===== src/sv/lts_pkg.sv =====
// ----------------------------------------------------------------------------
// lts_pkg: shared types and constants of the s-expression token scanner
// Record kinds, scan modes, character codes and the record bundle that
// carries up to three result records of one source item.
// ----------------------------------------------------------------------------
package lts_pkg;

	// default widths of the position counters
	localparam int LINE_BITS_DEF   = 16;
	localparam int COLUMN_BITS_DEF = 16;

	// records produced by one item at most
	localparam int MAX_RECS = 3;

	// record kinds
	typedef enum logic [2:0] {
		K_CHAR   = 3'd0,
		K_LPAREN = 3'd1,
		K_RPAREN = 3'd2,
		K_NUMBER = 3'd3,
		K_SYMBOL = 3'd4,
		K_STRING = 3'd5,
		K_ERROR  = 3'd6,
		K_EOF    = 3'd7
	} kind_t;

	// scanner modes
	typedef enum logic [2:0] {
		M_IDLE    = 3'd0,
		M_NUM     = 3'd1,
		M_NUM_DOT = 3'd2,
		M_SYM     = 3'd3,
		M_STR     = 3'd4,
		M_STR_ESC = 3'd5
	} mode_t;

	// character codes
	localparam logic [7:0] CH_LPAREN    = 8'h28;
	localparam logic [7:0] CH_RPAREN    = 8'h29;
	localparam logic [7:0] CH_DOT       = 8'h2E;
	localparam logic [7:0] CH_QUOTE     = 8'h22;
	localparam logic [7:0] CH_BACKSLASH = 8'h5C;
	localparam logic [7:0] CH_T         = 8'h74;
	localparam logic [7:0] CH_N         = 8'h6E;
	localparam logic [7:0] CH_TAB       = 8'h09;
	localparam logic [7:0] CH_NEWLINE   = 8'h0A;

	// one source item
	typedef struct packed {
		logic [7:0] byte_in;
		logic       end_mark;
	} item_t;

	// registered input item with its valid flag
	typedef struct packed {
		logic  valid;
		item_t item;
	} stage_t;

	// one result record, last flag added on output
	typedef struct packed {
		kind_t       kind;
		logic [7:0]  char_out;
		logic [15:0] start_line;
		logic [15:0] start_column;
	} rec_t;

	// all records of one item
	typedef struct packed {
		rec_t [MAX_RECS-1:0] rec;
		logic [1:0]          count;
	} bundle_t;

endpackage


===== src/sv/lts_if.sv =====
// ----------------------------------------------------------------------------
// lts_if: stream channels of the token scanner
// Valid/ready channels for source items and for result records.
// ----------------------------------------------------------------------------

// source item channel
interface lts_in_if;
	logic       valid;
	logic       ready;
	logic [7:0] byte_in;
	logic       end_mark;

	modport source (output valid, output byte_in, output end_mark, input ready);
	modport sink   (input valid, input byte_in, input end_mark, output ready);
endinterface

// result record channel
interface lts_out_if;
	logic        valid;
	logic        ready;
	logic [2:0]  kind;
	logic [7:0]  char_out;
	logic [15:0] start_line;
	logic [15:0] start_column;
	logic        last;

	modport source (output valid, output kind, output char_out, output start_line,
		output start_column, output last, input ready);
	modport sink   (input valid, input kind, input char_out, input start_line,
		input start_column, input last, output ready);
endinterface


===== src/sv/lts_in_stage.sv =====
// ----------------------------------------------------------------------------
// lts_in_stage: input register of the token scanner
// Holds one source item until the lexer stage takes it.
// ----------------------------------------------------------------------------
module lts_in_stage (
	input  logic            clk,
	input  logic            arst_n,
	lts_in_if.sink          src,
	input  logic            advance,
	output lts_pkg::stage_t s1
);

	logic                  valid_s1;
	lts_pkg::item_t        item_s1;

	// free when empty or when the held item moves on this cycle
	assign src.ready = !valid_s1 || advance;

	// valid flag
	always_ff @(posedge clk or negedge arst_n) begin
		if (!arst_n) begin
			valid_s1 <= 1'b0;
		end else if (src.ready) begin
			valid_s1 <= src.valid;
		end
	end

	// payload on transfer
	always_ff @(posedge clk) begin
		if (src.valid && src.ready) begin
			item_s1.byte_in  <= src.byte_in;
			item_s1.end_mark <= src.end_mark;
		end
	end

	assign s1.valid = valid_s1;
	assign s1.item  = item_s1;

endmodule


===== src/sv/lts_lexer.sv =====
// ----------------------------------------------------------------------------
// lts_lexer: scanner state and record generation
// Decodes one item against the scan mode, builds its records and updates
// the mode and the line and column counters.
// ----------------------------------------------------------------------------
module lts_lexer #(
	parameter int LINE_BITS   = lts_pkg::LINE_BITS_DEF,
	parameter int COLUMN_BITS = lts_pkg::COLUMN_BITS_DEF
) (
	input  logic             clk,
	input  logic             arst_n,
	input  logic             advance,
	input  lts_pkg::item_t   item,
	output lts_pkg::bundle_t res
);

	lts_pkg::mode_t         mode_q, mode_d;
	logic [LINE_BITS-1:0]   cur_line_q, tok_line_q, tok_line_d;
	logic [COLUMN_BITS-1:0] cur_col_q, tok_col_q, tok_col_d;
	logic [7:0]             c;
	logic                   eof;

	assign c   = item.byte_in;
	assign eof = item.end_mark;

	function automatic logic is_space(logic [7:0] ch);
		return ch == 8'h20 || (ch >= 8'h09 && ch <= 8'h0D);
	endfunction

	function automatic logic is_num(logic [7:0] ch);
		return (ch >= 8'h30 && ch <= 8'h39) || ch == lts_pkg::CH_DOT;
	endfunction

	function automatic logic is_sym(logic [7:0] ch);
		return (ch >= 8'h61 && ch <= 8'h7A) || (ch >= 8'h41 && ch <= 8'h5A) ||
			ch == 8'h2B || ch == 8'h2D || ch == 8'h2A || ch == 8'h2F ||
			ch == 8'h3C || ch == 8'h3E || ch == 8'h3D;
	endfunction

	function automatic lts_pkg::rec_t mk(lts_pkg::kind_t k, logic [7:0] ch,
		logic [LINE_BITS-1:0] l, logic [COLUMN_BITS-1:0] col);
		lts_pkg::rec_t r;
		r.kind         = k;
		r.char_out     = ch;
		r.start_line   = 16'(l);
		r.start_column = 16'(col);
		return r;
	endfunction

	// record generation and next mode
	always_comb begin
		logic [1:0] n;
		logic       reproc;
		logic       ok;
		logic [7:0] d;
		n          = 2'd0;
		reproc     = 1'b0;
		ok         = 1'b0;
		d          = 8'd0;
		res        = '0;
		mode_d     = mode_q;
		tok_line_d = tok_line_q;
		tok_col_d  = tok_col_q;

		unique case (mode_q)
			lts_pkg::M_NUM, lts_pkg::M_NUM_DOT: begin
				if (!eof && is_num(c)) begin
					res.rec[n] = mk(lts_pkg::K_CHAR, c, tok_line_q, tok_col_q);
					n = n + 2'd1;
					if (c == lts_pkg::CH_DOT) begin
						if (mode_q == lts_pkg::M_NUM_DOT) begin
							res.rec[n] = mk(lts_pkg::K_ERROR, 8'd0, tok_line_q, tok_col_q);
							n = n + 2'd1;
							mode_d = lts_pkg::M_IDLE;
						end else begin
							mode_d = lts_pkg::M_NUM_DOT;
						end
					end
				end else begin
					res.rec[n] = mk(lts_pkg::K_NUMBER, 8'd0, tok_line_q, tok_col_q);
					n = n + 2'd1;
					mode_d = lts_pkg::M_IDLE;
					reproc = 1'b1;
				end
			end
			lts_pkg::M_SYM: begin
				if (!eof && is_sym(c)) begin
					res.rec[n] = mk(lts_pkg::K_CHAR, c, tok_line_q, tok_col_q);
					n = n + 2'd1;
				end else begin
					res.rec[n] = mk(lts_pkg::K_SYMBOL, 8'd0, tok_line_q, tok_col_q);
					n = n + 2'd1;
					mode_d = lts_pkg::M_IDLE;
					reproc = 1'b1;
				end
			end
			lts_pkg::M_STR: begin
				if (eof || c == lts_pkg::CH_NEWLINE) begin
					res.rec[n] = mk(lts_pkg::K_ERROR, 8'd0, tok_line_q, tok_col_q);
					n = n + 2'd1;
					mode_d = lts_pkg::M_IDLE;
				end else if (c == lts_pkg::CH_QUOTE) begin
					res.rec[n] = mk(lts_pkg::K_STRING, 8'd0, tok_line_q, tok_col_q);
					n = n + 2'd1;
					mode_d = lts_pkg::M_IDLE;
				end else if (c == lts_pkg::CH_BACKSLASH) begin
					mode_d = lts_pkg::M_STR_ESC;
				end else begin
					res.rec[n] = mk(lts_pkg::K_CHAR, c, tok_line_q, tok_col_q);
					n = n + 2'd1;
				end
			end
			lts_pkg::M_STR_ESC: begin
				// escape decode
				if (!eof) begin
					if (c == lts_pkg::CH_T) begin
						ok = 1'b1;
						d  = lts_pkg::CH_TAB;
					end else if (c == lts_pkg::CH_N) begin
						ok = 1'b1;
						d  = lts_pkg::CH_NEWLINE;
					end else if (c == lts_pkg::CH_QUOTE || c == lts_pkg::CH_BACKSLASH) begin
						ok = 1'b1;
						d  = c;
					end
				end
				if (ok) begin
					res.rec[n] = mk(lts_pkg::K_CHAR, d, tok_line_q, tok_col_q);
					n = n + 2'd1;
					mode_d = lts_pkg::M_STR;
				end else begin
					res.rec[n] = mk(lts_pkg::K_ERROR, 8'd0, tok_line_q, tok_col_q);
					n = n + 2'd1;
					mode_d = lts_pkg::M_IDLE;
				end
			end
			lts_pkg::M_IDLE: begin
				reproc = 1'b1;
			end
			default: begin
				mode_d = lts_pkg::M_IDLE;
				reproc = 1'b1;
			end
		endcase

		// byte seen between tokens, also the byte that ended a token
		if (reproc) begin
			if (eof) begin
				res.rec[n] = mk(lts_pkg::K_EOF, 8'd0, cur_line_q, cur_col_q);
				n = n + 2'd1;
			end else if (!is_space(c)) begin
				tok_line_d = cur_line_q;
				tok_col_d  = cur_col_q;
				if (c == lts_pkg::CH_LPAREN) begin
					res.rec[n] = mk(lts_pkg::K_LPAREN, 8'd0, cur_line_q, cur_col_q);
					n = n + 2'd1;
				end else if (c == lts_pkg::CH_RPAREN) begin
					res.rec[n] = mk(lts_pkg::K_RPAREN, 8'd0, cur_line_q, cur_col_q);
					n = n + 2'd1;
				end else if (is_num(c)) begin
					res.rec[n] = mk(lts_pkg::K_CHAR, c, cur_line_q, cur_col_q);
					n = n + 2'd1;
					mode_d = (c == lts_pkg::CH_DOT) ? lts_pkg::M_NUM_DOT : lts_pkg::M_NUM;
				end else if (is_sym(c)) begin
					res.rec[n] = mk(lts_pkg::K_CHAR, c, cur_line_q, cur_col_q);
					n = n + 2'd1;
					mode_d = lts_pkg::M_SYM;
				end else if (c == lts_pkg::CH_QUOTE) begin
					mode_d = lts_pkg::M_STR;
				end else begin
					res.rec[n] = mk(lts_pkg::K_CHAR, c, cur_line_q, cur_col_q);
					n = n + 2'd1;
					res.rec[n] = mk(lts_pkg::K_ERROR, 8'd0, cur_line_q, cur_col_q);
					n = n + 2'd1;
				end
			end
		end
		res.count = n;
	end

	// mode and token start registers
	always_ff @(posedge clk or negedge arst_n) begin
		if (!arst_n) begin
			mode_q     <= lts_pkg::M_IDLE;
			tok_line_q <= LINE_BITS'(1);
			tok_col_q  <= COLUMN_BITS'(1);
		end else if (advance) begin
			mode_q     <= mode_d;
			tok_line_q <= tok_line_d;
			tok_col_q  <= tok_col_d;
		end
	end

	// saturating position counters, end mark leaves them alone
	always_ff @(posedge clk or negedge arst_n) begin
		if (!arst_n) begin
			cur_line_q <= LINE_BITS'(1);
			cur_col_q  <= COLUMN_BITS'(1);
		end else if (advance && !eof) begin
			if (c == lts_pkg::CH_NEWLINE) begin
				if (cur_line_q != '1) begin
					cur_line_q <= cur_line_q + LINE_BITS'(1);
				end
				cur_col_q <= COLUMN_BITS'(1);
			end else if (cur_col_q != '1) begin
				cur_col_q <= cur_col_q + COLUMN_BITS'(1);
			end
		end
	end

endmodule


===== src/sv/lts_out_buffer.sv =====
// ----------------------------------------------------------------------------
// lts_out_buffer: result register of the token scanner
// Holds the records of one item and hands them out one per transfer.
// ----------------------------------------------------------------------------
module lts_out_buffer (
	input  logic             clk,
	input  logic             arst_n,
	input  logic             load,
	input  lts_pkg::bundle_t res,
	output logic             can_load,
	lts_out_if.source        dst
);

	lts_pkg::bundle_t buf_q;
	logic             valid_q;
	logic [1:0]       idx_q;
	logic             final_w;
	lts_pkg::rec_t    cur;

	assign final_w  = idx_q == 2'(buf_q.count - 2'd1);
	assign can_load = !valid_q || (dst.ready && final_w);

	// record index and occupancy
	always_ff @(posedge clk or negedge arst_n) begin
		if (!arst_n) begin
			valid_q <= 1'b0;
			idx_q   <= 2'd0;
		end else if (can_load) begin
			valid_q <= load && (res.count != 2'd0);
			idx_q   <= 2'd0;
		end else if (dst.ready) begin
			idx_q <= idx_q + 2'd1;
		end
	end

	// record payload
	always_ff @(posedge clk) begin
		if (load) begin
			buf_q <= res;
		end
	end

	// current record to the channel
	assign cur              = buf_q.rec[idx_q];
	assign dst.valid        = valid_q;
	assign dst.kind         = cur.kind;
	assign dst.char_out     = cur.char_out;
	assign dst.start_line   = cur.start_line;
	assign dst.start_column = cur.start_column;
	assign dst.last         = final_w;

endmodule


===== src/sv/lisp_token_scanner_top.sv =====
// ----------------------------------------------------------------------------
// lisp_token_scanner_top: s-expression token scanner
// Channel  Dir  Payload
// in_ch    in   byte_in[7:0], end_mark
// out_ch   out  kind[2:0], char_out[7:0], start_line[15:0], start_column[15:0], last
//
// An item enters the input register, is decoded combinationally as it moves on, and
// its zero to three records land in the result register, which sends one record per
// transfer. An item causing at most one record sustains one item per cycle while the
// output is ready; an item causing k records holds the result register until all k
// are sent. Reset clears the scan mode, puts all positions at line 1 column 1 and
// empties both registers. A stalled output holds the input once both hold.
// ----------------------------------------------------------------------------
module lisp_token_scanner_top #(
	parameter int LINE_BITS   = lts_pkg::LINE_BITS_DEF,
	parameter int COLUMN_BITS = lts_pkg::COLUMN_BITS_DEF
) (
	input  logic      clk,
	input  logic      arst_n,
	lts_in_if.sink    in_ch,
	lts_out_if.source out_ch
);

	lts_pkg::stage_t  s1;
	lts_pkg::bundle_t res;
	logic             can_load;
	logic             advance;

	// held item moves on once the result register is free
	assign advance = s1.valid && can_load;

	lts_in_stage u_in (
		.clk     (clk),
		.arst_n  (arst_n),
		.src     (in_ch),
		.advance (advance),
		.s1      (s1)
	);

	lts_lexer #(
		.LINE_BITS   (LINE_BITS),
		.COLUMN_BITS (COLUMN_BITS)
	) u_lexer (
		.clk     (clk),
		.arst_n  (arst_n),
		.advance (advance),
		.item    (s1.item),
		.res     (res)
	);

	lts_out_buffer u_out (
		.clk      (clk),
		.arst_n   (arst_n),
		.load     (advance),
		.res      (res),
		.can_load (can_load),
		.dst      (out_ch)
	);

`ifndef SYNTHESIS
	// a held item stays put until the result register takes it
	a_s1_hold: assert property (@(posedge clk) disable iff (!arst_n)
		s1.valid && !advance |=> s1.valid && $stable(s1.item))
		else $error("input item lost while stalled");

	// end of file closes the records of its item
	a_eof_last: assert property (@(posedge clk) disable iff (!arst_n)
		out_ch.valid && out_ch.kind == lts_pkg::K_EOF |-> out_ch.last)
		else $error("eof record not final");

	// an error closes the records of its item
	a_err_last: assert property (@(posedge clk) disable iff (!arst_n)
		out_ch.valid && out_ch.kind == lts_pkg::K_ERROR |-> out_ch.last)
		else $error("error record not final");

	// only lexeme characters carry a character
	a_char_zero: assert property (@(posedge clk) disable iff (!arst_n)
		out_ch.valid && out_ch.kind != lts_pkg::K_CHAR |-> out_ch.char_out == 8'd0)
		else $error("token record carries a character");
`endif

endmodule

===== src/flat_wrapper.sv =====
// flat-port wrapper written by rule: the top's interface ports become plain ports
module lisp_token_scanner_top_flat 
#(
	parameter int LINE_BITS   = lts_pkg::LINE_BITS_DEF,
	parameter int COLUMN_BITS = lts_pkg::COLUMN_BITS_DEF
)
  (clk, arst_n, in_ch_valid, in_ch_byte_in, in_ch_end_mark, in_ch_ready, out_ch_valid, out_ch_kind, out_ch_char_out, out_ch_start_line, out_ch_start_column, out_ch_last, out_ch_ready);
  lts_in_if in_ch_i ();
  lts_out_if out_ch_i ();
  input  logic clk;
  input  logic arst_n;
  input wire logic [$bits(in_ch_i.valid)-1:0] in_ch_valid;
  input wire logic [$bits(in_ch_i.byte_in)-1:0] in_ch_byte_in;
  input wire logic [$bits(in_ch_i.end_mark)-1:0] in_ch_end_mark;
  output wire logic [$bits(in_ch_i.ready)-1:0] in_ch_ready;
  output wire logic [$bits(out_ch_i.valid)-1:0] out_ch_valid;
  output wire logic [$bits(out_ch_i.kind)-1:0] out_ch_kind;
  output wire logic [$bits(out_ch_i.char_out)-1:0] out_ch_char_out;
  output wire logic [$bits(out_ch_i.start_line)-1:0] out_ch_start_line;
  output wire logic [$bits(out_ch_i.start_column)-1:0] out_ch_start_column;
  output wire logic [$bits(out_ch_i.last)-1:0] out_ch_last;
  input wire logic [$bits(out_ch_i.ready)-1:0] out_ch_ready;
  assign in_ch_i.valid = in_ch_valid;
  assign in_ch_i.byte_in = in_ch_byte_in;
  assign in_ch_i.end_mark = in_ch_end_mark;
  assign in_ch_ready = in_ch_i.ready;
  assign out_ch_valid = out_ch_i.valid;
  assign out_ch_kind = out_ch_i.kind;
  assign out_ch_char_out = out_ch_i.char_out;
  assign out_ch_start_line = out_ch_i.start_line;
  assign out_ch_start_column = out_ch_i.start_column;
  assign out_ch_last = out_ch_i.last;
  assign out_ch_i.ready = out_ch_ready;
  lisp_token_scanner_top #(.LINE_BITS(LINE_BITS), .COLUMN_BITS(COLUMN_BITS)) u_core (.clk(clk), .arst_n(arst_n), .in_ch(in_ch_i), .out_ch(out_ch_i));
endmodule

===== config.mk =====
export PLATFORM = sky130hd
export DESIGN_NAME = lisp_token_scanner_top_flat
export DESIGN_NICKNAME = d
export VERILOG_FILES = /design/src/sv/lts_pkg.sv /design/src/sv/lts_if.sv /design/src/sv/lts_in_stage.sv /design/src/sv/lts_lexer.sv /design/src/sv/lts_out_buffer.sv /design/src/sv/lisp_token_scanner_top.sv /design/src/flat_wrapper.sv
export SDC_FILE = /design/constraint.sdc
export NUM_CORES = 1
export LEC_CHECK = 0
export BUFFER_PORTS_ARGS = -buffer_cell sky130_fd_sc_hd__buf_2
export CORE_MARGIN = 5
export CORE_UTILIZATION = 53
export CTS_CLUSTER_SIZE = 20
export DETAILED_ROUTE_END_ITERATION = 8
export PLACE_DENSITY = 0.7
export REMOVE_ABC_BUFFERS = 1
export SLEW_MARGIN = 30
export SYNTH_ARGS = -nofsm -noshare
export SYNTH_HDL_FRONTEND = slang
export SYNTH_SLANG_ARGS = --single-unit

===== constraint.sdc =====
create_clock -name clk -period 11.9 [get_ports clk]
set_input_delay 0.595 -clock clk [delete_from_list [all_inputs] [get_ports clk]]
set_output_delay 0.595 -clock clk [all_outputs]
set_load 0.01 [all_outputs]

======== After elaboration in Yosys (flattened, before gate mapping) ========
Index checks and enable logic that the tools add are counted.
word-level totals
  register bits after elaboration ......... 211
  input port bits ......................... 13
  output and inout bits ................... 46
  word-level logic and storage cells ...... 187
operators by class
  add/subtract/negate cells ............... 6
  $lt $le $gt $ge ......................... 13
  equal/unequal tests ..................... 24
  mux-type cells .......................... 79
  bitwise operators ....................... 2
  reduce and logical (&&, ||, !) cells .... 40
operators by type and width
  cell                   count
  $mux 129               7
  $bwmux 129             5
  $mux 43                11
  $demux 43 s2           2
  $pmux 43 s4            1
  $eq 8x6->1 const B     12
  $bmux 43 s2            1
  $mux 86                1
  $mux 3                 15
  $mux 42                1
  $mux 40                1
  $add 16x1->16 const B  2
  $mux 16                2
  $mux 8                 4
  $ne 16x16->1 const B   2
  $mux 2                 15
  $eq 8x7->1 const B     3
  $ge 8x7->1 const B     2
  $le 8x7->1 const B     2
  $pmux 3 s5             1
  $logic_or 1x1->1       14
  $logic_and 1x1->1      13
  $mux 1                 10
  $lt 2x3->1 const B     3
  22 further kinds       34

======== Logic depth before layout (Yosys ltp) ========
Gate-level depths: netlist of the first run.
  depth after elaboration ................. 23
  depth in mapped cells ................... 14
  depth with buffers taken out ............ 12

======== By module ========
From an unflattened synthesis of the first run, not the netlist that was laid out.
unflattened totals
  cells, all modules ...................... 1003
  area total of the unflattened synthesis .. 10960.5 µm²
modules (own cells, without submodules)
  module                  times used  cells an instance  area each (µm²)
  lts_lexer               1           689                5572.8
  lts_out_buffer          1           299                5049.8
  lts_in_stage            1           14                 331.6
  lisp_token_scanner_top  1           1                  6.3

======== Worst setup path before layout of the first run ========
Ideal clock, no wire load.
  path kind ............................... register to register
  start point ............................. reg u_core.u_out.idx_q[1]
  end point ............................... reg u_core.u_lexer.tok_col_q[10]
  data arrival time ....................... 6.581 ns
  path slack .............................. 5.194 ns
  cell stages (with the launch flop) ...... 10
  path buffers ............................ 3
  period minus slack after synthesis ...... 6.706 ns
  cell sequence ........................... dfrtp_1 buf_2 xnor2_1 mux2i_1 a21o_1 and2_1 clkbuf_1 nor4b_2 buf_2 mux2_2
between the ends
  cells in the longest elaborated chain, start to end .. 5
RTL lines
  what                        line                          RTL
  start: declaration          lts_out_buffer.sv:16          logic [1:0] idx_q;
  start signal: assignment    lts_out_buffer.sv:32          idx_q <= idx_q + 2'd1;
  $eq 2x2->1                  lts_out_buffer.sv:20          assign final_w = idx_q == 2'(buf_q.count - 2'd1);
  named net out_ch_last       flat_wrapper.sv:21            output wire logic [$bits(out_ch_i.last)-1:0] out_ch_last;
  $logic_and 1x1->1           lts_out_buffer.sv:21          assign can_load = !valid_q || (dst.ready && final_w);
  $logic_or 1x1->1            lts_out_buffer.sv:21
  $logic_and 1x1->1           lisp_token_scanner_top.sv:30  assign advance = s1.valid && can_load;
  named net u_core.advance    lisp_token_scanner_top.sv:27  logic advance;
  $reduce_and 4->1 (no line)  n/a
  end signal: assignment      lts_lexer.sv:190              tok_col_q <= tok_col_d;
  end: declaration            lts_lexer.sv:19               logic [COLUMN_BITS-1:0] cur_col_q, tok_col_q, tok_col_d;
The timed path passes the listed nets, and every way through them passes these cells.
A chain may end at the register's enable or synchronous reset.

==> load_flow_metrics.sql, run 1 <==
INSERT INTO impl_metrics (metric_group, metric, value, unit) VALUES
('clocking', 'clk_path_buf_depth', '3', ''),
('drt', 'wl_met3', '1072', 'µm'),
('setup_path', 'timing.critical_path.cells', 'nand2_1, or4_1, nor3b_1, a21oi_1, o31a_1, inv_1, ha_1, inv_1, nor4b_1, nor4_1, nor2b_1', ''),
('clocking', 'cts_inserted_buffers', '23', ''),
('setup_path', 'crit_path_start_kind', 'flop', ''),
('sta', 'timing.final.crit_share', '36.18', '%'),
('finish', 'flow.area_growth_from_synthesis', '12.38', '%'),
('sta', 'fin_clk_skew', '0.01189', 'ns'),
('clocking', 'postCtsResizedCells', '0', ''),
('status', 'status', 'completed', ''),
('sta', 'finalSetupViolations', '0', ''),
('setup_path', 'cp_num_buf_inv', '2', ''),
('drt', 'num_vias', '6971', ''),
('yosys', 'most_used_dff_post_synth', 'sky130_fd_sc_hd__edfxtp_1', ''),
('sta', 'setup_ws', '7.594', 'ns'),
('clocking', 'htreeDepth', '1', ''),
('yosys', 'synth_top_area_cell', 'sky130_fd_sc_hd__edfxtp_1', ''),
('setup_path', 'worst-path-max-fanout', '18', ''),
('drt', 'ant_nets', '0', ''),
('setup_path', 'cp_data_arrival_time', '4.66', 'ns'),
('yosys', 'synth-edff-count', '140', ''),
('setup_path', 'setup.worst_path.end_class', 'flop', ''),
('sta', 'finalCriticalPeriod', '4.306', 'ns'),
('clocking', 'cts_root_buffer', 'sky130_fd_sc_hd__clkbuf_16', ''),
('clocking', 'cts.reportedPaths.clkPinSlew', '0.06', 'ns'),
('clocking', 'cts.sinks', '211', ''),
('drt', 'detail_route.vias_per_cell', '5.833', ''),
('grt', 'grt_first_pass_wirelength', '36380', 'µm'),
('yosys', 'synth-async-reset-ratio', '33.65', '%'),
('setup_path', 'max_stage_delay', '0.74', 'ns'),
('yosys', 'synth_cells', '877', ''),
('finish', 'postLayoutCellArea', '11720', 'µm²'),
('power', 'power-per-cell-area', '262.6', 'nW/µm²'),
('clocking', 'cts_tree', 'done', ''),
('hold_path', 'min-delay-path-class', 'primary input to asynchronous set/reset pin', ''),
('drt', 'route.top_layer_used', 'met4', ''),
('placement', 'gpl.final_weighted_congestion', '0.8971', ''),
('finish', 'nNetsFinal', '934', ''),
('drt', 'route.met2.wl', '10510', 'µm'),
('placement', 'place.port_buffers', '58', ''),
('setup_path', 'critPathTopFamily', 'simple AND/OR/NAND/NOR gates', ''),
('yosys', 'post_synth_cell_types', '74', ''),
('run', 'max_cap_viol_count', '0', ''),
('finish', 'antenna-diode-count', '0', ''),
('sta', 'timing.final.max_slew_violations', '0', ''),
('placement', 'detailedPlace.worstSlack', '7.598', 'ns'),
('setup_path', 'criticalPathCategory', 'flop to flop', ''),
('yosys', 'synth_area_per_cell', '11.89', 'µm²'),
('yosys', 'synthTopCellsByArea', 'sky130_fd_sc_hd__edfxtp_1 (40%), sky130_fd_sc_hd__dfrtp_1 (16%), sky130_fd_sc_hd__a22o_1 (5.4%)', ''),
('drt', 'met1_length', '10140', 'µm'),
('clocking', 'clk-insertion-delay-late', '0.52', 'ns'),
('floorplanning', 'row_count', '51', ''),
('placement', 'dp_hpwl', '13940', 'µm'),
('yosys', 'synth_sequential_area_ratio', '57.38', '%'),
('clocking', 'postCtsHoldBufs', '0', ''),
('sta', 'fmaxAchievable', '232.2', 'MHz'),
('floorplanning', 'core_area', '19400', 'µm²'),
('setup_path', 'regToRegStartpoint', 'u_core.u_in.s1[3]', ''),
('drt', 'avgRoutedWirePerCell', '18.61', 'µm'),
('sta', 'hold_viol_final', '0', ''),
('drt', 'wl', '22240', 'µm'),
('yosys', 'area_share_of_the_largest_cell_type_after_synthesis', '40.30', '%'),
('yosys', 'synth_seq_cells', '211', ''),
('sta', 'totalNegativeSetupSlack', '0', 'ns'),
('sta', 'rsz0062_at_grt', 'false', ''),
('setup_path', 'crit_start', 'u_core.u_in.s1[3]', ''),
('finish', 'final_layout_size_suffix_gt1_share', '16.99', '%'),
('floorplanning', 'boundaryPins', '59', ''),
('grt', 'vias_in_the_first_global_route', '6917', ''),
('floorplanning', 'dieHeight', '150.3', 'µm'),
('floorplanning', 'die_w', '150.3', 'µm');
==> per-layer routing <==
layer  GRT usage (%)  vias to the layer above
li1                -                     3343
met5               0                        -
met1           28.48                     3398
met2           32.54                      188
met3           2.709                       42
met4           5.764                        0
==> layout make-up <==
class	count	area, µm²	area share [%]
flip-flops and latches	211	5987	51.07
clock buffers	29	628.1	5.358
multi-input cells	589	4096	34.95
repair buffers	74	471.7	4.024
inverters	14	52.55	0.4483
well taps	265	331.6	2.828
clock inverters	13	155.1	1.324
==> report_power, final <==
| part | internal, µW | total (µW) | leakage (µW) | switching, µW |
|---|---|---|---|---|
| combinational | 411 | 1150 | 0.00195 | 742 |
| sequential | 1090 | 1200 | 0.00229 | 109 |
| clock | 441 | 725 | 0.000390 | 284 |
| total | 1940 | 3080 | 0.00462 | 1140 |
==> state kept, by name (all words and copies together), names as in the netlist <==
| register | flops |
|---|---|
| u_core.u_lexer.mode_q | 3 |
| u_core.u_out.idx_q | 2 |
| u_core.u_out.dst.valid | 1 |
| u_core.u_lexer.tok_line_q | 16 |
| u_core.u_in.s1 | 9 |
| u_core.u_in.valid_s1 | 1 |
| u_core.u_lexer.cur_col_q | 16 |
| u_core.u_lexer.tok_col_q | 16 |
| u_core.u_out.buf_q | 131 |
| u_core.u_lexer.cur_line_q | 16 |
==> cell usage in the layout, fill, tap and decap left out, types with 4 or more instances in the layout <==
| cell type | netlist | final |
|---|---|---|
| sky130_fd_sc_hd__buf_2 | 12 | 57 |
| sky130_fd_sc_hd__edfxtp_1 | 140 | 140 |
| sky130_fd_sc_hd__nor2b_1 | 5 | 4 |
| sky130_fd_sc_hd__xor2_1 | 7 | 7 |
| sky130_fd_sc_hd__and2_1 | 57 | 56 |
| sky130_fd_sc_hd__a21o_1 | 4 | 4 |
| sky130_fd_sc_hd__or3_1 | 8 | 8 |
| sky130_fd_sc_hd__nor3b_1 | 5 | 5 |
| sky130_fd_sc_hd__mux2i_1 | 45 | 45 |
| sky130_fd_sc_hd__clkbuf_16 | 0 | 23 |
| sky130_fd_sc_hd__nor2_1 | 39 | 39 |
| sky130_fd_sc_hd__o31ai_1 | 6 | 6 |
| sky130_fd_sc_hd__dfrtp_1 | 67 | 66 |
| sky130_fd_sc_hd__clkinv_2 | 0 | 5 |
| sky130_fd_sc_hd__o21ai_0 | 55 | 55 |
| sky130_fd_sc_hd__xnor2_1 | 23 | 23 |
| sky130_fd_sc_hd__buf_4 | 3 | 12 |
| sky130_fd_sc_hd__o22ai_1 | 4 | 4 |
| sky130_fd_sc_hd__mux2_1 | 6 | 6 |
| sky130_fd_sc_hd__o31a_1 | 6 | 6 |
| sky130_fd_sc_hd__nor3_1 | 19 | 19 |
| sky130_fd_sc_hd__nand2_1 | 82 | 82 |
| sky130_fd_sc_hd__dfstp_2 | 4 | 4 |
| sky130_fd_sc_hd__a21oi_1 | 17 | 17 |
| sky130_fd_sc_hd__nand2b_1 | 8 | 8 |
| sky130_fd_sc_hd__mux2_2 | 28 | 28 |
| sky130_fd_sc_hd__a22o_1 | 64 | 64 |
| sky130_fd_sc_hd__nand3_1 | 16 | 16 |
| sky130_fd_sc_hd__and3_1 | 7 | 7 |
| sky130_fd_sc_hd__nor4_1 | 7 | 7 |
| sky130_fd_sc_hd__inv_1 | 14 | 14 |
| sky130_fd_sc_hd__ha_1 | 8 | 8 |
==> path summary, 6_finish.rpt <==
kind	slack [ns]	endpoint	cells past startpoint
max in group asynchronous	11.34	u_core.u_lexer.cur_col_q[12]	1
min reg2reg	0.52	u_core.u_lexer.tok_col_q[8]	1
min	0.08	u_core.u_lexer.tok_line_q[1]	1
max	7.59	u_core.u_out.buf_q[40]	11
min in group clk	0.25	u_core.u_in.s1[2]	1
max reg2reg	7.59	u_core.u_out.buf_q[40]	11
==> cell usage after synthesis, drive strengths merged (20+ instances only) <==
| cell type | number |
|---|---|
| a22o | 64 |
| o21ai | 56 |
| nor3 | 20 |
| nor2 | 40 |
| dfrtp | 67 |
| clkbuf | 39 |
| buf | 24 |
| mux2i | 45 |
| edfxtp | 140 |
| xnor2 | 23 |
| and2 | 57 |
| mux2 | 34 |
| nand2 | 82 |
==> worst register-to-register path: cells and delay by family, from the launching register on <==
| kind | cells | cell delay [ns] |
|---|---|---|
| adder cells (fa/ha/maj) | 1 | 0.29 |
| flip-flops | 1 | 0.71 |
| AO/OA/AOI/OAI | 2 | 0.50 |
| buffers and inverters | 2 | 0.26 |
| AND/OR/NAND/NOR | 6 | 2.38 |
==> logic make-up (layout without fill, tap and decap cells) <==
group | count (synthesis) | after routing | share of synthesized area [%]
AND/OR/NAND/NOR | 275 | 275 | 13.84
XOR/XNOR | 30 | 30 | 2.519
multiplexers | 79 | 79 | 7.988
buffers and inverters | 77 | 130 | 3.527
adder cells (fa/ha/maj) | 8 | 8 | 0.9596
flip-flops | 211 | 211 | 57.38
AO/OA/AOI/OAI | 197 | 197 | 13.78
==> metrics by stage <==
stage / hold WS (ns) / power, µW / util [%]
final: 0.08460 / 3078 / 60.43
after global routing: 0.1514 / 3254 / 60.43
after CTS: 0.2321 / 3102 / 60.41
after detailed placement: 0.5060 / 2367 / 56.37
after global placement: 0.4937 / 2307 / 55.93
after floorplan: 0.2994 / 1903 / -
No activity file was read; power rests on OpenSTA's default activity.
==> run 2: changes to the inputs <==
- ABC_AREA: not set -> 1
- PLACE_DENSITY: 0.7 -> 0.69
- clock period: 11.9 -> 4.3 ns (I/O delays scaled with it)
==> load_flow_metrics.sql, run 2 <==
INSERT INTO impl_metrics (metric_group, metric, value, unit) VALUES
('sta', 'fmaxAchievable', '287.4', 'MHz'),
('setup_path', 'timing.critical_path.cells', 'inv_2, nand2_1, nor2_4, nand2_2, inv_2, nand3_2, buf_4, ha_1, buf_4, inv_1, buf_4, nor3_1, nand3_1, o21ai_0, nand2_1, o21ai_0', ''),
('floorplanning', 'dieHeight', '176.6', 'µm'),
('power', 'leakage_dissipation', '0.006668', 'µW'),
('yosys', 'synth_cells', '2076', ''),
('setup_path', 'cp_num_buf_inv', '6', ''),
('setup_path', 'critPathTopFamily', 'buffers and inverters', ''),
('setup_path', 'criticalPathCategory', 'flop to flop', ''),
('sta', 'totalNegativeSetupSlack', '0', 'ns'),
('sta', 'max_slew_margin', '36.64', '%'),
('floorplanning', 'row_count', '61', ''),
('drt', 'detailedRoute.firstIterationViolations', '1704', ''),
('setup_path', 'setup.worst_path.end_class', 'flop', ''),
('setup_path', 'worst-endpoint-required', '4.56', 'ns'),
('sta', 'rsz0062_at_grt', 'false', ''),
('floorplanning', 'boundaryPins', '59', ''),
('drt', 'drt-pass1-iter-count', '7', ''),
('sta', 'hold_viol_final', '0', ''),
('clocking', 'postCtsResizedCells', '0', ''),
('yosys', 'most_used_dff_post_synth', 'sky130_fd_sc_hd__edfxtp_1', ''),
('finish', 'nNetsFinal', '2074', ''),
('finish', 'largest_register_ffs', '131', ''),
('setup_path', 'max_stage_delay', '0.47', 'ns'),
('drt', 'avgRoutedWirePerCell', '18.82', 'µm'),
('yosys', 'post_synth_cell_types', '46', ''),
('placement', 'place.port_buffers', '58', ''),
('power', 'finalPower', '12200', 'µW'),
('yosys', 'synth_common_cells', 'sky130_fd_sc_hd__nand2_1 (583), sky130_fd_sc_hd__nor2_1 (179), sky130_fd_sc_hd__inv_1 (174), sky130_fd_sc_hd__nand3_1 (150), sky130_fd_sc_hd__edfxtp_1 (140)', ''),
('power', 'clockPowerShare', '17.6', '%'),
('yosys', 'synth_top_area_cell', 'sky130_fd_sc_hd__edfxtp_1', ''),
('floorplanning', 'initial_utilization', '53.23', '%'),
('floorplanning', 'die_w', '176.6', 'µm'),
('yosys', 'synth-edff-count', '140', ''),
('finish', 'max_flop_register', 'u_core.u_out.buf_q', ''),
('yosys', 'synth_seq_cells', '211', ''),
('yosys', 'yosys_warnings', '0', ''),
('setup_path', 'timing.rr.end', 'u_core.u_out.buf_q[129]', ''),
('grt', 'global_route.overflow_total', '0', ''),
('sta', 'fin_clk_skew', '0.01850', 'ns'),
('yosys', 'synthTopCellsByArea', 'sky130_fd_sc_hd__edfxtp_1 (29%), sky130_fd_sc_hd__nand2_1 (15%), sky130_fd_sc_hd__dfrtp_1 (11%)', ''),
('setup_path', 'cp_common_cell', 'sky130_fd_sc_hd__buf_4', ''),
('clocking', 'htreeDepth', '1', ''),
('finish', 'flow.area_growth_from_synthesis', '9.035', '%'),
('yosys', 'post-synth-top-count-cell', 'sky130_fd_sc_hd__nand2_1', ''),
('sta', 'finalCriticalPeriod', '3.479', 'ns'),
('setup_path', 'worst-path-max-fanout', '40', ''),
('clocking', 'clk_path_buf_depth', '3', ''),
('grt', 'vias_in_the_first_global_route', '13790', ''),
('drt', 'ant_nets', '0', ''),
('hold_path', 'hold_path_depth', '4', ''),
('finish', 'final_layout_size_suffix_gt1_share', '10.76', '%'),
('power', 'p_int', '6332', 'µW'),
('grt', 'initial_antenna_violation_count', '0', ''),
('clocking', 'cts_inserted_buffers', '25', ''),
('clocking', 'cts.sinks', '211', ''),
('drt', 'drc', '0', ''),
('grt', 'grt_usage', '29.09', '%'),
('setup_path', 'critical_path_cell_count', '16', ''),
('sta', 'timing.final.max_slew_violations', '0', ''),
('hold_path', 'endpoint_of_the_worst_hold_timing_path', 'u_core.u_out.idx_q[0]', ''),
('setup_path', 'slowest_stage', 'sky130_fd_sc_hd__edfxtp_1', ''),
('hold_path', 'min-delay-path-class', 'primary input to flop', ''),
('setup_path', 'regToRegStartpoint', 'u_core.u_in.s1[5]', ''),
('power', 'switching_power', '5866', 'µW'),
('placement', 'detailed_place.area', '15090', 'µm²'),
('setup_path', 'worstRegToRegCells', '16', ''),
('setup_path', 'cp_data_arrival_time', '3.74', 'ns'),
('grt', 'grt_max_degree', '99', ''),
('power', 'power-per-cell-area', '760.7', 'nW/µm²'),
('yosys', 'synth-async-reset-ratio', '33.65', '%'),
('run', 'max_cap_viol_count', '0', ''),
('placement', 'gpl.final_weighted_congestion', '0.9327', ''),
('floorplanning', 'core_area', '27630', 'µm²'),
('drt', 'num_vias', '14520', ''),
('setup_path', 'crit_start', 'u_core.u_in.s1[5]', ''),
('hold_path', 'worstHoldStart', 'out_ch_ready', ''),
('placement', 'dp_hpwl', '28310', 'µm'),
('clocking', 'cts_tree', 'done', ''),
('setup_path', 'crit_path_start_kind', 'flop', ''),
('sta', 'finalSetupViolations', '0', ''),
('status', 'status', 'completed', ''),
('setup_path', 'ff2ff_setup_slack', '0.82', 'ns'),
('yosys', 'synth_sequential_area_ratio', '40.70', '%'),
('grt', 'grt_first_pass_wirelength', '73480', 'µm'),
('floorplanning', 'area_of_the_die', '31180', 'µm²'),
('drt', 'detail_route.vias_per_cell', '5.923', ''),
('sta', 'tightest_slew', '0.9470', 'ns'),
('drt', 'wl', '46130', 'µm'),
('clocking', 'cts_root_buffer', 'sky130_fd_sc_hd__clkbuf_16', ''),
('finish', 'postLayoutCellArea', '16040', 'µm²'),
('power', 'p_seq_share', '29.8', '%'),
('yosys', 'area_share_of_the_largest_cell_type_after_synthesis', '28.59', '%'),
('finish', 'most-common-layout-cells', 'sky130_fd_sc_hd__nand2_1 (582), sky130_fd_sc_hd__nor2_1 (178), sky130_fd_sc_hd__inv_1 (174)', ''),
('power', 'fraction_of_power_spent_switching_nets', '48.09', '%'),
('clocking', 'cts.reportedPaths.clkPinSlew', '0.06', 'ns'),
('finish', 'layout.cells.most_common', 'sky130_fd_sc_hd__nand2_1', ''),
('power', 'vdd.ir_drop.worst', '0.5412', 'mV'),
('power', 'comb_power_share', '52.6', '%'),
('clocking', 'clk-insertion-delay-late', '0.54', 'ns'),
('yosys', 'netlist_area', '14710', 'µm²'),
('yosys', 'synth_area_per_cell', '7.084', 'µm²'),
('sta', 'timing.final.crit_share', '80.91', '%');
run 2: cell types whose count changed in the layout (fill, tap and decap cells not counted), moves of 36 or more:
cell                      change
sky130_fd_sc_hd__inv_1      +160
sky130_fd_sc_hd__and2_1      -56
sky130_fd_sc_hd__nor2_1     +139
sky130_fd_sc_hd__o21ai_0     +81
sky130_fd_sc_hd__a21oi_1     +95
sky130_fd_sc_hd__a22o_1      -64
sky130_fd_sc_hd__o31ai_1     +47
sky130_fd_sc_hd__nand3_1    +132
sky130_fd_sc_hd__mux2i_1     -45
sky130_fd_sc_hd__o21ai_1    +109
sky130_fd_sc_hd__nand2_1    +500
sky130_fd_sc_hd__nand4_1     +36
run 2: worst max path at each step:
stage | end | slack (ns)
final | u_core.u_out.buf_q[129] | 0.82
after global routing | u_core.u_out.buf_q[75] | 0.58
after CTS | u_core.u_out.buf_q[129] | 0.94
after detailed placement | u_core.u_out.buf_q[10] | 0.95
after global placement | u_core.u_out.buf_q[3] | 0.91
after floorplan | u_core.u_lexer.cur_col_q[3] | -1.95
run 2: final cells by class:
cell class / instances / area, µm²
Clock inverter: 14 / 152.6
Clock buffer: 32 / 671.9
Inverter: 191 / 719.4
Multi-Input combinational cell: 1516 / 7297
Sequential cell: 211 / 5991
Tap cell: 378 / 473.0
Fill cell: 2601 / 11590
Timing Repair Buffer: 108 / 728.2
Antenna cell: 1 / 2.502
run 2: cells by family (layout without fill, tap and decap cells):
logic type | count (synthesis) | after routing | synth area share, %
and+or+nand+nor | 1022 | 1022 | 29.51
AOI/OAI and AO/OA | 459 | 459 | 17.57
buffers and inverters | 349 | 345 | 9.929
DFF | 211 | 211 | 40.70
xor gates and xnor gates | 27 | 27 | 1.608
adders and majority gates | 8 | 8 | 0.6806
other | 0 | 1 | 0
run 2: power by group through the flow:
stage / Clock, µW / Combinational (µW) / Sequential, µW
after detailed placement: 0 / 6310 / 3660
after global placement: 0 / 6180 / 3650
after CTS: 2170 / 6340 / 3620
final: 2140 / 6420 / 3640
after global routing: 2260 / 7040 / 3700
after floorplan: 0 / 3950 / 3700
run 2: per-layer routing:
metal,wire (µm),part of all wire (%),vias to the layer above,GRT usage (%)
met4,1332,2.9,0,9.574
met2,21030,46,771,47.45
li1,-,-,6880,-
met3,4356,9.4,133,4.625
met1,19410,42,6733,39.87
met5,0,0,-,0
run 2: repair_timing:
item | in CTS | in global routing
hold endpoints to repair | 77 | 0
setup buffers | 0 | 0
hold buffers | 11 | 0
run 2: stage by stage:
step                      hold slack, ns  worst slack [ns]  util (%)  cells
after floorplan                 -0.08059            -1.949         -   1918
after global placement            0.3913            0.9146     54.61   2393
after detailed placement          0.3942            0.9529     54.62   2393
after CTS                        0.01509            0.9361     58.00   2450
after global routing             0.05562            0.5812     58.03   2450
final                            0.01931            0.8208     58.04   2451
run 2: tightest hold or removal path, cell delays in order:
cell and delay [ns]:
sky130_fd_sc_hd__buf_2 0.08, sky130_fd_sc_hd__nor2_1 0.06, sky130_fd_sc_hd__inv_1 0.09, sky130_fd_sc_hd__o21ai_0 0.07
==> run 3: changes to the inputs <==
- PLACE_DENSITY: 0.69 -> 0.72
- clock period: 4.3 -> 2.95 ns (I/O delays scaled with it)
==> load_flow_metrics.sql, run 3 (same netlist as run 2, synthesis figures left out) <==
INSERT INTO impl_metrics (metric_group, metric, value, unit) VALUES
('clocking', 'htreeDepth', '1', ''),
('placement', 'dp_hpwl', '29860', 'µm'),
('clocking', 'cts_inserted_buffers', '24', ''),
('clocking', 'clk_path_buf_depth', '3', ''),
('hold_path', 'min-delay-path-class', 'primary input to asynchronous set/reset pin', ''),
('finish', 'max_flop_register', 'u_core.u_out.buf_q', ''),
('drt', 'detail_route.vias_per_cell', '5.935', ''),
('floorplanning', 'row_count', '61', ''),
('setup_path', 'worst-path-max-fanout', '39', ''),
('clocking', 'cts.reportedPaths.clkPinSlew', '0.06', 'ns'),
('grt', 'vias_in_the_first_global_route', '13900', ''),
('drt', 'wl', '47170', 'µm'),
('power', 'power-per-cell-area', '1101', 'nW/µm²'),
('setup_path', 'worstRegToRegCells', '13', ''),
('finish', 'layout.cells.most_common', 'sky130_fd_sc_hd__nand2_1', ''),
('sta', 'timing.final.crit_share', '94.35', '%'),
('setup_path', 'cp_num_buf_inv', '5', ''),
('floorplanning', 'area_of_the_die', '31180', 'µm²'),
('setup_path', 'crit_path_start_kind', 'flop', ''),
('sta', 'finalCriticalPeriod', '2.783', 'ns'),
('clocking', 'cts.sinks', '211', ''),
('finish', 'postLayoutCellArea', '16430', 'µm²'),
('grt', 'initial_antenna_violation_count', '1', ''),
('floorplanning', 'initial_utilization', '53.23', '%'),
('grt', 'grt_first_pass_wirelength', '74650', 'µm'),
('grt', 'grt_usage', '29.78', '%'),
('drt', 'drc', '2', ''),
('sta', 'setup_ws', '0.1666', 'ns'),
('finish', 'flow.area_growth_from_synthesis', '11.71', '%'),
('placement', 'place.port_buffers', '58', ''),
('setup_path', 'setup.worst_path.end_class', 'flop', ''),
('clocking', 'cts_root_buffer', 'sky130_fd_sc_hd__clkbuf_16', ''),
('placement', 'detailed_place.area', '15430', 'µm²'),
('drt', 'ant_nets', '0', ''),
('setup_path', 'critPathTopFamily', 'buffers and inverters', ''),
('finish', 'largest_register_ffs', '131', ''),
('sta', 'worst_hold_slack', '0.1954', 'ns'),
('floorplanning', 'dieHeight', '176.6', 'µm'),
('power', 'vdd.ir_drop.worst', '0.8068', 'mV'),
('power', 'leakage_dissipation', '0.006882', 'µW'),
('finish', 'most-common-layout-cells', 'sky130_fd_sc_hd__nand2_1 (583), sky130_fd_sc_hd__nor2_1 (176), sky130_fd_sc_hd__inv_1 (171)', ''),
('sta', 'tightest_slew', '0.9134', 'ns'),
('placement', 'gpl.final_weighted_congestion', '0.9315', ''),
('finish', 'final_layout_size_suffix_gt1_share', '12.83', '%'),
('sta', 'fin_clk_skew', '0.01191', 'ns'),
('sta', 'finalSetupViolations', '0', ''),
('finish', 'num-fill-cells', '2559', ''),
('floorplanning', 'boundaryPins', '59', ''),
('setup_path', 'max_stage_delay', '0.46', 'ns'),
('sta', 'timing.final.max_slew_violations', '0', ''),
('status', 'violations_in_the_final_reports', 'design-rule violations', ''),
('clocking', 'cts_tree', 'done', ''),
('setup_path', 'criticalPathCategory', 'flop to flop', ''),
('run', 'max_cap_viol_count', '0', ''),
('grt', 'global_route.overflow_total', '0', ''),
('floorplanning', 'die_w', '176.6', 'µm'),
('drt', 'avgRoutedWirePerCell', '18.94', 'µm'),
('placement', 'placed_cells_incl_taps', '2433', ''),
('finish', 'antenna-diode-count', '0', ''),
('clocking', 'clk-insertion-delay-late', '0.53', 'ns'),
('setup_path', 'cp_data_arrival_time', '3.05', 'ns'),
('setup_path', 'worst-endpoint-required', '3.22', 'ns'),
('sta', 'rsz0062_at_grt', 'true', ''),
('grt', 'grt_max_degree', '101', ''),
('sta', 'fmaxAchievable', '359.3', 'MHz'),
('status', 'status', 'finished, violations left', ''),
('setup_path', 'critical_path_cell_count', '13', ''),
('sta', 'hold_viol_final', '0', ''),
('floorplanning', 'core_area', '27630', 'µm²'),
('drt', 'drt-pass1-iter-count', '8', ''),
('sta', 'max_slew_margin', '39.11', '%'),
('drt', 'num_vias', '14780', ''),
('finish', 'instances_no_fill', '2491', ''),
('finish', 'nNetsFinal', '2116', ''),
('placement', 'detailedPlace.worstSlack', '0.02687', 'ns'),
('setup_path', 'timing.critical_path.cells', 'inv_2, nand2_1, nor2_4, buf_4, nand3_2, inv_1, buf_12, o21ai_2, buf_4, o21ai_0, nand2_1, nand3_1, nand2_1', ''),
('setup_path', 'slowest_stage', 'sky130_fd_sc_hd__edfxtp_1', ''),
('setup_path', 'cp_common_cell', 'sky130_fd_sc_hd__nand2_1', ''),
('drt', 'detailedRoute.firstIterationViolations', '2026', '');
==> run 3: through the flow <==
stage | TNS, ns | utilization [%] | total power [µW]
final | 0 | 59.46 | 18090
after global routing | -0.0003726 | 59.46 | 19220
after CTS | 0 | 59.16 | 17850
after detailed placement | 0 | 55.86 | 14770
after global placement | 0 | 55.86 | 14550
after floorplan | -611.35 | - | 11160
==> run 3: path summary, 6_finish.rpt <==
kind | slack, ns | startpoint | end
setup / recovery | 0.17 | u_core.u_in.s1[5] | u_core.u_out.buf_q[74]
hold / removal | 0.20 | arst_n | u_core.u_lexer.tok_col_q[3]
setup reg to reg | 0.17 | u_core.u_in.s1[5] | u_core.u_out.buf_q[74]
hold reg to reg | 0.49 | u_core.u_lexer.tok_col_q[0] | u_core.u_lexer.tok_col_q[0]
max in group asynchronous | 2.23 | arst_n | u_core.u_out.idx_q[1]
min in group clk | 0.33 | in_ch_byte_in[3] | u_core.u_in.s1[4]
==> run 3: final cells by class <==
| cell class | instances | area [µm²] | share of cell area, % |
|---|---|---|---|
| Clock buffer | 35 | 715.7 | 4.356 |
| Tap cell | 378 | 473.0 | 2.879 |
| Inverter | 191 | 723.2 | 4.402 |
| Multi-Input combinational cell | 1516 | 7316 | 44.53 |
| Sequential cell | 211 | 5991 | 36.47 |
| Timing Repair Buffer | 151 | 1134 | 6.900 |
| Clock inverter | 9 | 76.32 | 0.4646 |
==> run 3: power breakdown <==
group,total (µW),switching [µW],internal (µW)
Sequential,5310,552,4750
Combinational,9750,6850,2900
Clock,3040,1270,1770
==> run 3: what timing repair did <==
action                                 4_1_cts  5_1_grt
setup buffers                                0        2
resized for setup                            0       21
hold buffers                                12        0
setup endpoints to repair                    0       94
endpoints found under the hold margin       78        0
==> run 3: per-layer routing <==
| layer | vias to the layer above | track usage, % | share of wire, % |
|---|---|---|---|
| met5 | - | 0 | 0.015 |
| met4 | 2 | 12.28 | 4.0 |
| met3 | 183 | 4.968 | 11 |
| met2 | 878 | 45.86 | 43 |
| met1 | 6749 | 41.97 | 42 |
| li1 | 6972 | - | - |
